<file path="config.mk">
export PLATFORM = sky130hd
export DESIGN_NAME = consensus_vote_state_manager_core
export DESIGN_NICKNAME = d
export VERILOG_FILES = /design/src/sv/cvsm_pkg.sv /design/src/sv/cvsm_in_stage.sv /design/src/sv/cvsm_engine.sv /design/src/sv/cvsm_out_stage.sv /design/src/sv/consensus_vote_state_manager_core.sv
export SDC_FILE = /design/constraint.sdc
export NUM_CORES = 1
export LEC_CHECK = 0
export ABC_AREA = 1
export BUFFER_PORTS_ARGS = -buffer_cell sky130_fd_sc_hd__clkbuf_2
export CAP_MARGIN = 0
export CORE_UTILIZATION = 48
export DETAILED_ROUTE_END_ITERATION = 8
export PLACE_DENSITY = 0.68
export SYNTH_ARGS = -nofsm -noshare
export SYNTH_HDL_FRONTEND = slang
export SYNTH_SLANG_ARGS = --single-unit
</file>
<file path="constraint.sdc">
create_clock -name clk -period 8.85 [get_ports clk]
set_input_delay 1.3275 -clock clk [delete_from_list [all_inputs] [get_ports clk]]
set_output_delay 1.3275 -clock clk [all_outputs]
set_load 0.02 [all_outputs]
</file>
<file path="src/sv/cvsm_pkg.sv">
// shared types, codes and constants of the consensus vote state manager
`timescale 1ns / 1ps

package cvsm_pkg;

    // default parameter values
    localparam int NUM_STATES_DEF  = 16;
    localparam int RESET_STATE_DEF = 0;

    // field widths
    localparam int CMD_W   = 3;
    localparam int STATE_W = 4;
    localparam int CONF_W  = 8;
    localparam int TAG_W   = 32;
    localparam int CNT_W   = 8;
    localparam int LEN_W   = 4;
    localparam int TMO_W   = 16;
    localparam int KIND_W  = 2;
    localparam int VOTE_W  = 2;

    localparam int IN_TDATA_W  = 64;
    localparam int OUT_TDATA_W = 48;

    // configuration port
    localparam int CFG_IDX_W = 3;
    localparam int CFG_DW    = 16;

    localparam logic [CFG_IDX_W-1:0] REG_OWN_ALIAS      = 3'd0;
    localparam logic [CFG_IDX_W-1:0] REG_MIN_APPROVALS  = 3'd1;
    localparam logic [CFG_IDX_W-1:0] REG_MAX_VETOES     = 3'd2;
    localparam logic [CFG_IDX_W-1:0] REG_VETO_CONF      = 3'd3;
    localparam logic [CFG_IDX_W-1:0] REG_APPROVE_CONF   = 3'd4;
    localparam logic [CFG_IDX_W-1:0] REG_ABORT_STATE    = 3'd5;
    localparam logic [CFG_IDX_W-1:0] REG_TIMEOUT_TICKS  = 3'd6;

    // register reset values
    localparam logic [CNT_W-1:0]   MIN_APPROVALS_RST = 8'd1;
    localparam logic [CNT_W-1:0]   MAX_VETOES_RST    = 8'd0;
    localparam logic [CONF_W-1:0]  VETO_CONF_RST     = 8'd64;
    localparam logic [CONF_W-1:0]  APPROVE_CONF_RST  = 8'd192;
    localparam logic [STATE_W-1:0] ABORT_STATE_RST   = 4'd1;
    localparam logic [TMO_W-1:0]   TIMEOUT_TICKS_RST = 16'd100;

    // event commands
    localparam logic [CMD_W-1:0] CMD_CONF_UPDATE = 3'd0;
    localparam logic [CMD_W-1:0] CMD_START_REQ   = 3'd1;
    localparam logic [CMD_W-1:0] CMD_PEER_REQ    = 3'd2;
    localparam logic [CMD_W-1:0] CMD_PEER_VOTE   = 3'd3;
    localparam logic [CMD_W-1:0] CMD_TICK        = 3'd4;

    // message kinds
    localparam logic [KIND_W-1:0] KIND_NONE    = 2'd0;
    localparam logic [KIND_W-1:0] KIND_REQUEST = 2'd1;
    localparam logic [KIND_W-1:0] KIND_VOTE    = 2'd2;
    localparam logic [KIND_W-1:0] KIND_COMMIT  = 2'd3;

    // our vote codes
    localparam logic [VOTE_W-1:0] REPLY_APPROVE = 2'd0;
    localparam logic [VOTE_W-1:0] REPLY_VETO    = 2'd1;
    localparam logic [VOTE_W-1:0] REPLY_ABSTAIN = 2'd2;

    // peer vote codes
    localparam logic [CNT_W-1:0] PEER_APPROVE = 8'd0;
    localparam logic [CNT_W-1:0] PEER_VETO    = 8'd1;

    // shortest accepted peer messages
    localparam logic [LEN_W-1:0] MIN_REQ_LEN  = 4'd6;
    localparam logic [LEN_W-1:0] MIN_VOTE_LEN = 4'd3;

    localparam logic [CNT_W-1:0] CNT_MAX = 8'hFF;

    typedef struct packed {
        logic [CMD_W-1:0]   command;
        logic [STATE_W-1:0] target_state;
        logic [CONF_W-1:0]  confidence_value;
        logic [TAG_W-1:0]   request_tag;
        logic [CNT_W-1:0]   vote_code;
        logic [CNT_W-1:0]   live_boards;
        logic [LEN_W-1:0]   payload_length;
    } event_t;

    typedef struct packed {
        logic [KIND_W-1:0]  message_kind;
        logic [TAG_W-1:0]   message_tag;
        logic [STATE_W-1:0] message_state;
        logic [VOTE_W-1:0]  our_vote;
        logic [STATE_W-1:0] committed_state;
        logic               request_pending;
    } result_t;

    // handshake between the stages
    typedef struct packed {
        logic valid;
        logic advance;
    } flow_t;

endpackage

</file>
<file path="src/sv/cvsm_in_stage.sv">
// input register stage: holds one accepted event until the engine takes it
`timescale 1ns / 1ps

module cvsm_in_stage
(
    input  logic                clk,
    input  logic                rst_n,
    input  logic                in_valid,
    output logic                in_ready,
    input  cvsm_pkg::event_t    in_event,
    input  logic                advance,
    output logic                ev_valid,
    output cvsm_pkg::event_t    ev
);

    logic             valid_reg;
    logic             valid_next;
    cvsm_pkg::event_t ev_reg;
    logic             load;

    assign in_ready   = !valid_reg || advance;
    assign load       = in_valid && in_ready;
    assign valid_next = load ? 1'b1 : (advance ? 1'b0 : valid_reg);

    always_ff @(posedge clk or negedge rst_n)
    begin
        if (!rst_n)
        begin
            valid_reg <= 1'b0;
        end
        else
        begin
            valid_reg <= valid_next;
        end
    end

    always_ff @(posedge clk)
    begin
        if (load)
        begin
            ev_reg <= in_event;
        end
    end

    assign ev_valid = valid_reg;
    assign ev       = ev_reg;

endmodule

</file>
<file path="src/sv/cvsm_engine.sv">
// event engine: config registers, confidence table, pending request and commit logic
`timescale 1ns / 1ps

module cvsm_engine
#(
    parameter int NUM_STATES  = cvsm_pkg::NUM_STATES_DEF,
    parameter int RESET_STATE = cvsm_pkg::RESET_STATE_DEF
)
(
    input  logic                              clk,
    input  logic                              rst_n,
    input  logic                              cfg_we,
    input  logic [cvsm_pkg::CFG_IDX_W-1:0]    cfg_index,
    input  logic [cvsm_pkg::CFG_DW-1:0]       cfg_data,
    input  cvsm_pkg::flow_t                   flow,
    input  cvsm_pkg::event_t                  ev,
    output cvsm_pkg::result_t                 res
);

    // only states reachable by a 4-bit code need storage
    localparam int TBL_DEPTH = (NUM_STATES < (1 << cvsm_pkg::STATE_W)) ?
                               NUM_STATES : (1 << cvsm_pkg::STATE_W);
    localparam int TBL_AW    = (TBL_DEPTH > 1) ? $clog2(TBL_DEPTH) : 1;

    logic fire;

    // configuration
    logic [cvsm_pkg::CNT_W-1:0]   min_app_reg;
    logic [cvsm_pkg::CNT_W-1:0]   max_veto_reg;
    logic [cvsm_pkg::CONF_W-1:0]  veto_conf_reg;
    logic [cvsm_pkg::CONF_W-1:0]  app_conf_reg;
    logic [cvsm_pkg::STATE_W-1:0] abort_reg;
    logic [cvsm_pkg::TMO_W-1:0]   tmo_ticks_reg;

    // request state
    logic [cvsm_pkg::STATE_W-1:0] sys_reg,   sys_next;
    logic                         pend_reg,  pend_next;
    logic [cvsm_pkg::STATE_W-1:0] pst_reg,   pst_next;
    logic [cvsm_pkg::TAG_W-1:0]   ptag_reg,  ptag_next;
    logic [cvsm_pkg::CNT_W-1:0]   vrem_reg,  vrem_next;
    logic [cvsm_pkg::CNT_W-1:0]   app_reg,   app_next;
    logic [cvsm_pkg::CNT_W-1:0]   veto_reg,  veto_next;
    logic [cvsm_pkg::TMO_W-1:0]   tmo_reg,   tmo_next;

    logic [cvsm_pkg::CONF_W-1:0]  tbl_reg [TBL_DEPTH];
    logic                         tbl_we;
    logic                         tgt_ok;
    logic [TBL_AW-1:0]            tbl_idx;
    logic [cvsm_pkg::CONF_W-1:0]  conf_rd;
    logic [cvsm_pkg::VOTE_W-1:0]  vote_pick;

    logic [cvsm_pkg::CNT_W-1:0]   app_inc;
    logic [cvsm_pkg::CNT_W-1:0]   veto_inc;
    logic [cvsm_pkg::CNT_W-1:0]   vrem_dec;

    assign fire = flow.valid && flow.advance;

    // configuration writes; own_alias feeds no result field, so it is not kept
    always_ff @(posedge clk or negedge rst_n)
    begin
        if (!rst_n)
        begin
            min_app_reg   <= cvsm_pkg::MIN_APPROVALS_RST;
            max_veto_reg  <= cvsm_pkg::MAX_VETOES_RST;
            veto_conf_reg <= cvsm_pkg::VETO_CONF_RST;
            app_conf_reg  <= cvsm_pkg::APPROVE_CONF_RST;
            abort_reg     <= cvsm_pkg::ABORT_STATE_RST;
            tmo_ticks_reg <= cvsm_pkg::TIMEOUT_TICKS_RST;
        end
        else if (cfg_we)
        begin
            unique case (cfg_index)
                cvsm_pkg::REG_MIN_APPROVALS: min_app_reg   <= cfg_data[cvsm_pkg::CNT_W-1:0];
                cvsm_pkg::REG_MAX_VETOES:    max_veto_reg  <= cfg_data[cvsm_pkg::CNT_W-1:0];
                cvsm_pkg::REG_VETO_CONF:     veto_conf_reg <= cfg_data[cvsm_pkg::CONF_W-1:0];
                cvsm_pkg::REG_APPROVE_CONF:  app_conf_reg  <= cfg_data[cvsm_pkg::CONF_W-1:0];
                cvsm_pkg::REG_ABORT_STATE:   abort_reg     <= cfg_data[cvsm_pkg::STATE_W-1:0];
                cvsm_pkg::REG_TIMEOUT_TICKS: tmo_ticks_reg <= cfg_data[cvsm_pkg::TMO_W-1:0];
                default:
                begin
                end
            endcase
        end
    end

    // confidence lookup and vote choice
    assign tgt_ok   = 32'(ev.target_state) < NUM_STATES;
    assign tbl_idx  = ev.target_state[TBL_AW-1:0];
    assign conf_rd  = tgt_ok ? tbl_reg[tbl_idx] : '0;

    always_comb
    begin
        if (conf_rd < veto_conf_reg)
        begin
            vote_pick = cvsm_pkg::REPLY_VETO;
        end
        else if (conf_rd > app_conf_reg)
        begin
            vote_pick = cvsm_pkg::REPLY_APPROVE;
        end
        else
        begin
            vote_pick = cvsm_pkg::REPLY_ABSTAIN;
        end
    end

    // saturating vote counters
    assign app_inc  = (ev.vote_code == cvsm_pkg::PEER_APPROVE && app_reg != cvsm_pkg::CNT_MAX) ?
                      app_reg + 8'd1 : app_reg;
    assign veto_inc = (ev.vote_code == cvsm_pkg::PEER_VETO && veto_reg != cvsm_pkg::CNT_MAX) ?
                      veto_reg + 8'd1 : veto_reg;
    assign vrem_dec = (vrem_reg != '0) ? vrem_reg - 8'd1 : vrem_reg;

    always_comb
    begin
        logic do_commit;
        logic do_clear;

        do_commit = 1'b0;
        do_clear  = 1'b0;
        sys_next  = sys_reg;
        pend_next = pend_reg;
        pst_next  = pst_reg;
        ptag_next = ptag_reg;
        vrem_next = vrem_reg;
        app_next  = app_reg;
        veto_next = veto_reg;
        tmo_next  = tmo_reg;
        tbl_we    = 1'b0;

        res.message_kind  = cvsm_pkg::KIND_NONE;
        res.message_tag   = '0;
        res.message_state = '0;
        res.our_vote      = cvsm_pkg::REPLY_ABSTAIN;

        if (fire)
        begin
            unique case (ev.command)
                cvsm_pkg::CMD_CONF_UPDATE:
                begin
                    tbl_we = tgt_ok;
                end
                cvsm_pkg::CMD_START_REQ:
                begin
                    // a new request replaces any pending one
                    pend_next         = 1'b1;
                    pst_next          = ev.target_state;
                    ptag_next         = ev.request_tag;
                    vrem_next         = ev.live_boards;
                    app_next          = '0;
                    veto_next         = '0;
                    tmo_next          = tmo_ticks_reg;
                    res.message_kind  = cvsm_pkg::KIND_REQUEST;
                    res.message_tag   = ev.request_tag;
                    res.message_state = ev.target_state;
                end
                cvsm_pkg::CMD_PEER_REQ:
                begin
                    if (ev.payload_length >= cvsm_pkg::MIN_REQ_LEN)
                    begin
                        res.message_kind = cvsm_pkg::KIND_VOTE;
                        res.message_tag  = ev.request_tag;
                        res.our_vote     = vote_pick;
                    end
                end
                cvsm_pkg::CMD_PEER_VOTE:
                begin
                    if (ev.payload_length >= cvsm_pkg::MIN_VOTE_LEN && pend_reg &&
                        ev.request_tag == ptag_reg)
                    begin
                        app_next  = app_inc;
                        veto_next = veto_inc;
                        vrem_next = vrem_dec;
                        if (pst_reg == abort_reg && app_inc != '0)
                        begin
                            do_commit = 1'b1;
                        end
                        else if (veto_inc > max_veto_reg)
                        begin
                            do_clear = 1'b1;
                        end
                        else if (vrem_dec == '0 && app_inc >= min_app_reg)
                        begin
                            do_commit = 1'b1;
                        end
                    end
                end
                cvsm_pkg::CMD_TICK:
                begin
                    if (pend_reg)
                    begin
                        if (tmo_reg > 16'd1)
                        begin
                            tmo_next = tmo_reg - 16'd1;
                        end
                        else if (app_reg >= min_app_reg)
                        begin
                            do_commit = 1'b1;
                        end
                        else
                        begin
                            do_clear = 1'b1;
                        end
                    end
                end
                default:
                begin
                end
            endcase
        end

        if (do_commit)
        begin
            sys_next          = pst_reg;
            res.message_kind  = cvsm_pkg::KIND_COMMIT;
            res.message_tag   = ptag_reg;
            res.message_state = pst_reg;
        end

        if (do_commit || do_clear)
        begin
            pend_next = 1'b0;
            pst_next  = '0;
            ptag_next = '0;
            vrem_next = '0;
            app_next  = '0;
            veto_next = '0;
            tmo_next  = '0;
        end

        res.committed_state = sys_next;
        res.request_pending = pend_next;
    end

    always_ff @(posedge clk or negedge rst_n)
    begin
        if (!rst_n)
        begin
            sys_reg  <= cvsm_pkg::STATE_W'(RESET_STATE);
            pend_reg <= 1'b0;
            pst_reg  <= '0;
            ptag_reg <= '0;
            vrem_reg <= '0;
            app_reg  <= '0;
            veto_reg <= '0;
            tmo_reg  <= '0;
        end
        else
        begin
            sys_reg  <= sys_next;
            pend_reg <= pend_next;
            pst_reg  <= pst_next;
            ptag_reg <= ptag_next;
            vrem_reg <= vrem_next;
            app_reg  <= app_next;
            veto_reg <= veto_next;
            tmo_reg  <= tmo_next;
        end
    end

    always_ff @(posedge clk or negedge rst_n)
    begin
        if (!rst_n)
        begin
            for (int i = 0; i < TBL_DEPTH; i++)
            begin
                tbl_reg[i] <= '0;
            end
        end
        else if (tbl_we)
        begin
            tbl_reg[tbl_idx] <= ev.confidence_value;
        end
    end

endmodule

</file>
<file path="src/sv/cvsm_out_stage.sv">
// result register stage: holds one result until the downstream transfer
`timescale 1ns / 1ps

module cvsm_out_stage
(
    input  logic                 clk,
    input  logic                 rst_n,
    input  logic                 load,
    input  cvsm_pkg::result_t    res_in,
    input  logic                 out_ready,
    output logic                 out_valid,
    output cvsm_pkg::result_t    res_out,
    output logic                 advance
);

    logic              valid_reg;
    logic              valid_next;
    cvsm_pkg::result_t res_reg;

    assign advance    = !valid_reg || out_ready;
    assign valid_next = load ? 1'b1 : (out_ready ? 1'b0 : valid_reg);

    always_ff @(posedge clk or negedge rst_n)
    begin
        if (!rst_n)
        begin
            valid_reg <= 1'b0;
        end
        else
        begin
            valid_reg <= valid_next;
        end
    end

    always_ff @(posedge clk)
    begin
        if (load)
        begin
            res_reg <= res_in;
        end
    end

    assign out_valid = valid_reg;
    assign res_out   = res_reg;

endmodule

</file>
<file path="src/sv/consensus_vote_state_manager_core.sv">
// top level of the consensus vote state manager
`timescale 1ns / 1ps

// path: input register, combinational engine, result register driving m_axis
// throughput: one event per cycle while m_axis is ready; the engine handles a whole event
//   combinationally between the input register and the result register
// backpressure stalls both stages; the input register refills in the cycle it drains
// reset: rst_n asynchronous, clears valid flags, config to defaults, request state,
//   and the confidence table at once; no clearing pass

module consensus_vote_state_manager_core
#(
    parameter int NUM_STATES  = cvsm_pkg::NUM_STATES_DEF,
    parameter int RESET_STATE = cvsm_pkg::RESET_STATE_DEF
)
(
    input  logic                                clk,
    input  logic                                rst_n,

    // configuration write port
    input  logic                                cfg_we,
    input  logic [cvsm_pkg::CFG_IDX_W-1:0]      cfg_index,
    input  logic [cvsm_pkg::CFG_DW-1:0]         cfg_data,

    // event stream
    input  logic                                s_axis_tvalid,
    output logic                                s_axis_tready,
    // target_state[3:0], confidence_value[11:4], request_tag[43:12],
    // vote_code[51:44], live_boards[59:52], payload_length[63:60]
    input  logic [cvsm_pkg::IN_TDATA_W-1:0]     s_axis_tdata,
    // command[2:0]
    input  logic [cvsm_pkg::CMD_W-1:0]          s_axis_tuser,

    // message stream
    output logic                                m_axis_tvalid,
    input  logic                                m_axis_tready,
    // message_tag[31:0], message_state[35:32], our_vote[37:36],
    // committed_state[41:38], request_pending[42], zero pad[47:43]
    output logic [cvsm_pkg::OUT_TDATA_W-1:0]    m_axis_tdata,
    // message_kind[1:0]
    output logic [cvsm_pkg::KIND_W-1:0]         m_axis_tuser
);

    cvsm_pkg::event_t  in_event;
    cvsm_pkg::event_t  ev;
    cvsm_pkg::result_t res_comb;
    cvsm_pkg::result_t res_out;
    cvsm_pkg::flow_t   flow;
    logic              ev_valid;
    logic              advance;

    // unpack the event transfer
    assign in_event.command          = s_axis_tuser;
    assign in_event.target_state     = s_axis_tdata[3:0];
    assign in_event.confidence_value = s_axis_tdata[11:4];
    assign in_event.request_tag      = s_axis_tdata[43:12];
    assign in_event.vote_code        = s_axis_tdata[51:44];
    assign in_event.live_boards      = s_axis_tdata[59:52];
    assign in_event.payload_length   = s_axis_tdata[63:60];

    // input register, refilled while the engine drains it
    cvsm_in_stage u_in
    (
        .clk      (clk),
        .rst_n    (rst_n),
        .in_valid (s_axis_tvalid),
        .in_ready (s_axis_tready),
        .in_event (in_event),
        .advance  (advance),
        .ev_valid (ev_valid),
        .ev       (ev)
    );

    assign flow.valid   = ev_valid;
    assign flow.advance = advance;

    // state updates commit only when the result register can take the result
    cvsm_engine
    #(
        .NUM_STATES  (NUM_STATES),
        .RESET_STATE (RESET_STATE)
    )
    u_engine
    (
        .clk       (clk),
        .rst_n     (rst_n),
        .cfg_we    (cfg_we),
        .cfg_index (cfg_index),
        .cfg_data  (cfg_data),
        .flow      (flow),
        .ev        (ev),
        .res       (res_comb)
    );

    cvsm_out_stage u_out
    (
        .clk       (clk),
        .rst_n     (rst_n),
        .load      (ev_valid && advance),
        .res_in    (res_comb),
        .out_ready (m_axis_tready),
        .out_valid (m_axis_tvalid),
        .res_out   (res_out),
        .advance   (advance)
    );

    // pack the message transfer
    assign m_axis_tuser = res_out.message_kind;
    assign m_axis_tdata = {5'd0,
                           res_out.request_pending,
                           res_out.committed_state,
                           res_out.our_vote,
                           res_out.message_state,
                           res_out.message_tag};

endmodule

</file>
==> flow_metrics.py, run 1 <==
metrics = {
    "outcome": {
        "status": "finished clean",
    },
    "flow_run": {
        "cap_violations": 0,
    },
    "timing": {
        "tightest_slew_ns": 1.23,
        "setup_tns_ns": 0,
        "hold_violations": 0,
        "slew_viol_final": 0,
        "min_period_ns": 4.20,
        "grt_setup_unrepaired": "false",
        "worst_slack_ns": 4.65,
        "finalSetupViolCount": 0,
        "maxSlewHeadroom_pct": 17.6,
        "max_freq_mhz": 238,
        "fin_crit_sh_pct": 47.5,
        "skew_ns": 0.0210,
    },
    "synth": {
        "synthMuxAreaShare_pct": 0.377,
        "synthXorXnorAreaFrac_pct": 1.17,
        "synth_top_family_by_area": "simple AND/OR/NAND/NOR gates",
        "synth_fa_ha_area_share_pct": 3.08,
        "ys_warn_count": 0,
        "synth_area_um2": 17900,
        "synth_edf_count": 112,
        "ys.flop_type": "dfrtp_1",
        "syn_area_per_cell_um2": 8.96,
        "synth_seq_area_share_pct": 55.6,
        "synth.top_cell.area_share_pct": 35.6,
        "synth_area_leaders": "dfrtp_1 (36%), edfxtp_1 (19%), nand2_1 (10%)",
        "synth.distinct_cells": 49,
        "synthSimpleGateAreaFrac_pct": 19.1,
        "synth_compound_gate_area_share_pct": 13.9,
        "synthCells": 1997,
        "synthArstFlopShare_pct": 70.1,
        "yosysTopAreaCell": "dfrtp_1",
        "ys_ff_latch": 375,
    },
    "placed_design": {
        "dp_hpwl_mm": 30.5,
        "dpl_worst_slack_ns": 4.66,
        "place.gp.congestion": 0.893,
        "dp_cells": 2532,
        "portBuffers": 137,
    },
    "cells_and_area": {
        "num_antenna_cells": 0,
        "nets": 2241,
        "drive_above_1_share_pct": 12.2,
        "layout_common_cells": "nand2_1 (494), o21ai_0 (257), dfrtp_1 (255)",
        "fillers": 3251,
        "syn2layout_area_growth_pct": 12.7,
        "layoutNonFillerInstCount": 2603,
        "largest_reg_flops": 128,
        "post-route-util_pct": 55.0,
        "final_common_cell": "nand2_1",
    },
    "detailed_routing": {
        "routedWlPerCell_um": 17.3,
        "postRouteWirelength_mm": 45.0,
        "vias": 14200,
        "vias_per_cell": 5.46,
        "ant_nets": 0,
        "drc": 0,
        "dr.pass1.iters": 6,
        "drt_iter0_drc": 1345,
    },
    "worst_hold_path": {
        "hold_path_class": "reg -> reg",
    },
    "power": {
        "finalPower_mw": 4.83,
        "peakVddDrop_mv": 0.175,
        "p_per_area_nw_per_um2": 239,
        "leakage_nw": 9.48,
    },
    "grt": {
        "grt_pass1_wl_mm": 71.6,
        "grt_pass1_vias": 13400,
        "antenna_found_initial": 0,
        "grt_max_degree": 172,
        "grt_usage_pct": 23.7,
        "grt-ovfl-total": 0,
    },
    "floorplanning": {
        "core_um2": 36700,
        "ios": 143,
        "die_w_um": 195,
        "dieArea_um2": 38100,
        "num_rows": 70,
        "die_h_um": 195,
        "start_util_pct": 48.8,
    },
    "setup_path": {
        "path_max_fanout": 39,
        "cp-end-kind": "flip-flop",
        "cp_data_arrival_time_ns": 4.44,
        "crit_type": "reg -> reg",
        "r2r_slack_ns": 4.65,
        "startpoint_type": "flip-flop",
        "required_ns": 9.09,
    },
    "clock_network": {
        "clock_latency_ns": 0.55,
        "cts-root-buf": "clkbuf_16",
        "path_clk_slew_ns": 0.06,
        "numCtsBuffers": 40,
        "clk_path_buf_depth": 3,
        "clock-sinks": 375,
        "cts_setup_buffers": 0,
        "cts.repair.resized": 0,
        "cts_tree": "built",
        "postCtsHoldBufs": 0,
        "h-tree-depth": 2,
    },
}
==> per-stage QoR <==
stage | hold slack [ns] | area [µm²]
after floorplan | 0.453 | 17900
after global placement | 0.466 | 18900
after detailed placement | 0.474 | 18900
after CTS | 0.488 | 20200
after global routing | 0.506 | 20200
final | 0.485 | 20200
==> path summary, 6_finish.rpt <==
path	startpoint	end	depth (start not counted)
max	u_in.ev[16]$_DFFE_PP_	u_out.res_out[1]$_DFFE_PP_	23
min	u_engine.tbl_reg[111]$_DFFE_PN0P_	u_engine.tbl_reg[111]$_DFFE_PN0P_	2
max reg2reg	u_in.ev[16]$_DFFE_PP_	u_out.res_out[1]$_DFFE_PP_	23
min reg2reg	u_engine.tbl_reg[111]$_DFFE_PN0P_	u_engine.tbl_reg[111]$_DFFE_PN0P_	2
max in group asynchronous	rst_n	u_engine.tbl_reg[53]$_DFFE_PN0P_	2
min in group asynchronous	rst_n	u_engine.ptag_reg[14]$_DFFE_PN0P_	1
==> critical path, stage by stage, from the launching register on <==
cell and delay (ns):
edfxtp_1 0.37, nor2_1 0.11, nand2_1 0.10, nor4_1 0.26, nand2_1 0.20, nor2_1 0.19
inv_1 0.07, nor2_1 0.11, xor2_1 0.16, inv_1 0.07, ha_1 0.29, nand2_1 0.05
inv_1 0.07, o21ai_0 0.08, nand2_1 0.06, nand2_1 0.04, a21oi_1 0.32, nor2_1 0.07
nand3_1 0.10, nand2_2 0.07, nand2_2 0.08, nand2_4 0.10, nand2_2 0.70, o21ai_0 0.23
==> metal layers <==
layer / global-route usage [%] / routed length (µm) / vias to the layer above
li1: - / - / 6877
met1: 33.0 / 19800 / 6775
met2: 38.2 / 20900 / 483
met3: 3.83 / 3040 / 81
met4: 7.09 / 1200 / 0
met5: 0 / 0 / -
==> kinds of logic (layout without fill, tap and decap cells) <==
group | after synthesis | after routing
compound gates | 435 | 435
xor+xnor | 24 | 24
fa+ha+maj | 44 | 44
buf+inv | 297 | 431
flops | 375 | 375
mux | 6 | 6
other cells | 1 | 5
simple gates | 815 | 815
==> Yosys cell counts (all sizes together) (21+ instances only) <==
cell type	instances
nand3	87
o22ai	29
clkbuf	59
nand4	22
a21oi	64
buf	21
edfxtp	112
ha	44
nand2	504
dfrtp	255
a22oi	65
nor2	159
inv	216
o21ai	258
==> power breakdown <==
part	switching (mW)	total, mW	internal, mW
combinational	0.592	0.913	0.321
clock	0.682	1.65	0.967
sequential	0.193	2.26	2.07
==> cell type report <==
type / instances / area [µm²] / area share (%)
multi-input cells: 1329 / 6780 / 33.6
repair buffers: 143 / 753 / 3.73
clock buffers: 56 / 1110 / 5.51
well taps: 468 / 586 / 2.90
inverters: 217 / 817 / 4.05
flip-flops and latches: 375 / 9950 / 49.3
clock inverters: 15 / 168 / 0.831
No activity file was read; power rests on OpenSTA's default activity.
==> inputs of run 2 (changes only) <==
==> constraint.sdc (replaced) <==
create_clock -name clk -period 4.2 [get_ports clk]
set_input_delay 0.63 -clock clk [delete_from_list [all_inputs] [get_ports clk]]
set_output_delay 0.63 -clock clk [all_outputs]
set_load 0.02 [all_outputs]
==> run 2 against run 1 <==
  * Core utilization rose by 0.70 points
  * Clock skew rose by 0.0089 ns
  * Highest routed layer unchanged
  * Final cell count rose by 0.77%
==> flow_metrics.py, run 2 (synthesis gave the netlist of run 1 again) <==
metrics = {
    "floorplanning": {
        "num_rows": 70,
        "die_h_um": 195,
        "ios": 143,
        "core_um2": 36700,
        "die_w_um": 195,
        "start_util_pct": 48.8,
        "dieArea_um2": 38100,
    },
    "cells_and_area": {
        "stdcell_area_um2": 20400,
        "syn2layout_area_growth_pct": 14.1,
        "post-route-util_pct": 55.7,
        "drive_above_1_share_pct": 13.5,
        "multi_input_area_um2": 6780,
        "seq_area_um2": 9950,
        "fillers": 3246,
        "nets": 2260,
        "largest_reg_flops": 128,
        "layoutNonFillerInstCount": 2623,
        "final_common_cell": "nand2_1",
        "num_antenna_cells": 0,
        "layout_common_cells": "nand2_1 (494), o21ai_0 (257), dfrtp_1 (255)",
    },
    "detailed_routing": {
        "dr.pass1.iters": 6,
        "postRouteWirelength_mm": 45.6,
        "drt_iter0_drc": 1245,
        "ant_nets": 0,
        "routedWlPerCell_um": 17.4,
        "vias": 14400,
        "drc": 0,
        "vias_per_cell": 5.48,
    },
    "clock_network": {
        "clk_path_buf_depth": 3,
        "clock_latency_ns": 0.55,
        "path_clk_slew_ns": 0.06,
        "numCtsBuffers": 40,
        "cts-root-buf": "clkbuf_16",
        "cts_tree": "built",
        "h-tree-depth": 2,
        "clock-sinks": 375,
    },
    "grt": {
        "grt_max_degree": 83,
        "grt_usage_pct": 23.9,
        "grt-ovfl-total": 0,
        "grt_pass1_vias": 13400,
        "antenna_found_initial": 0,
        "grt_pass1_wl_mm": 72.3,
    },
    "timing": {
        "fin_crit_sh_pct": 87.7,
        "setup_tns_ns": 0,
        "grt_setup_unrepaired": "false",
        "skew_ns": 0.0299,
        "tightest_slew_ns": 0.934,
        "min_period_ns": 3.68,
        "finalSetupViolCount": 0,
        "slew_viol_final": 0,
        "hold_violations": 0,
        "max_freq_mhz": 272,
        "maxSlewHeadroom_pct": 37.6,
    },
    "power": {
        "p_per_area_nw_per_um2": 505,
        "peakVddDrop_mv": 0.334,
        "finalPower_mw": 10.3,
        "leakage_nw": 9.62,
    },
    "placed_design": {
        "place.gp.congestion": 0.938,
        "place_area_um2": 19100,
        "dp_hpwl_mm": 31.8,
        "portBuffers": 137,
        "dp_cells": 2551,
    },
    "setup_path": {
        "path_max_fanout": 22,
        "crit_top_cell": "nand2_1",
        "cp_cell_sequence": "nand2_1, inv_1, buf_4, a22oi_1, a21oi_1, or4_1, ha_1, nand2_1, nor2_1, nand2_1, o211ai_1, o21ai_0, nand2_1, nand2_1",
        "critPathSlowestCell": "or4_1",
        "cp_data_arrival_time_ns": 3.97,
        "path_buf_inv": 2,
        "cp-end-kind": "flip-flop",
        "required_ns": 4.48,
        "crit_type": "reg -> reg",
        "startpoint_type": "flip-flop",
        "path_delay_family": "simple AND/OR/NAND/NOR gates",
        "cpPeakStageDelay_ns": 0.61,
    },
    "outcome": {
        "status": "finished clean",
    },
    "flow_run": {
        "cap_violations": 0,
    },
    "worst_hold_path": {
        "hold_path_class": "in -> async",
    },
}
-- run 2: cell types whose count changed in the layout (fill, tap and decap cells not counted), sizes merged --
cell,delta
buf,+19
clkinvlp,+3
bufinv,+1
clkbuf,-3
-- run 2: power by group --
part	internal (mW)	total, mW	switching (mW)
registers	4.36	4.77	0.404
logic	0.685	1.94	1.26
clock network	2.14	3.61	1.48
-- run 2: layout make-up --
type	instances	area share, %
Sequential cell	375	48.7
Multi-Input combinational cell	1329	33.2
Clock buffer	53	5.49
Timing Repair Buffer	162	4.59
Inverter	217	4.01
Tap cell	468	2.87
Clock inverter	19	1.11
-- run 2: repair_timing --
item | 4_1_cts | 5_1_grt
gates resized for setup | 0 | 4
setup endpoints to repair | 0 | 81
hold buffers | 0 | 0
setup buffers | 0 | 0
-- run 2: worst paths after layout --
check / start / end / slack (ns) / cells past startpoint
setup / recovery: u_in.ev[61]$_DFFE_PP_ / u_out.res_out[6]$_SDFFCE_PN1P_ / 0.52 / 14
hold / removal: rst_n / u_out.out_valid$_DFFE_PN0P_ / 0.06 / 1
setup reg to reg: u_in.ev[61]$_DFFE_PP_ / u_out.res_out[6]$_SDFFCE_PN1P_ / 0.52 / 14
hold reg to reg: u_engine.tbl_reg[109]$_DFFE_PN0P_ / u_engine.tbl_reg[109]$_DFFE_PN0P_ / 0.48 / 2
max in group asynchronous: rst_n / u_engine.ptag_reg[26]$_DFFE_PN0P_ / 3.00 / 2
min in group clk: s_axis_tdata[3] / u_in.ev[63]$_DFFE_PP_ / 0.25 / 1
-- run 2: through the flow --
step                      setup slack (ns)  hold WS [ns]
after floorplan                       1.11         0.334
after global placement               0.347         0.465
after detailed placement             0.267         0.473
after CTS                            0.276         0.111
after global routing                0.0917         0.122
final                                0.517        0.0620
-- run 2: worst reg2reg max path: stages, from the launching register on --
cell and delay, ns:
edfxtp_1 0.54, nand2_1 0.16, inv_1 0.37, buf_4 0.36, a22oi_1 0.17, a21oi_1 0.10
or4_1 0.61, ha_1 0.32, nand2_1 0.06, nor2_1 0.16, nand2_1 0.08, o211ai_1 0.10
o21ai_0 0.23, nand2_1 0.13, nand2_1 0.05
-- run 2: per-layer routing --
layer | routed length [µm] | vias up | global-route usage [%]
met5 | 0 | - | 0
li1 | - | 6923 | -
met1 | 20700 | 6870 | 34.3
met2 | 20700 | 495 | 37.3
met3 | 2740 | 75 | 3.61
met4 | 1420 | 0 | 7.76
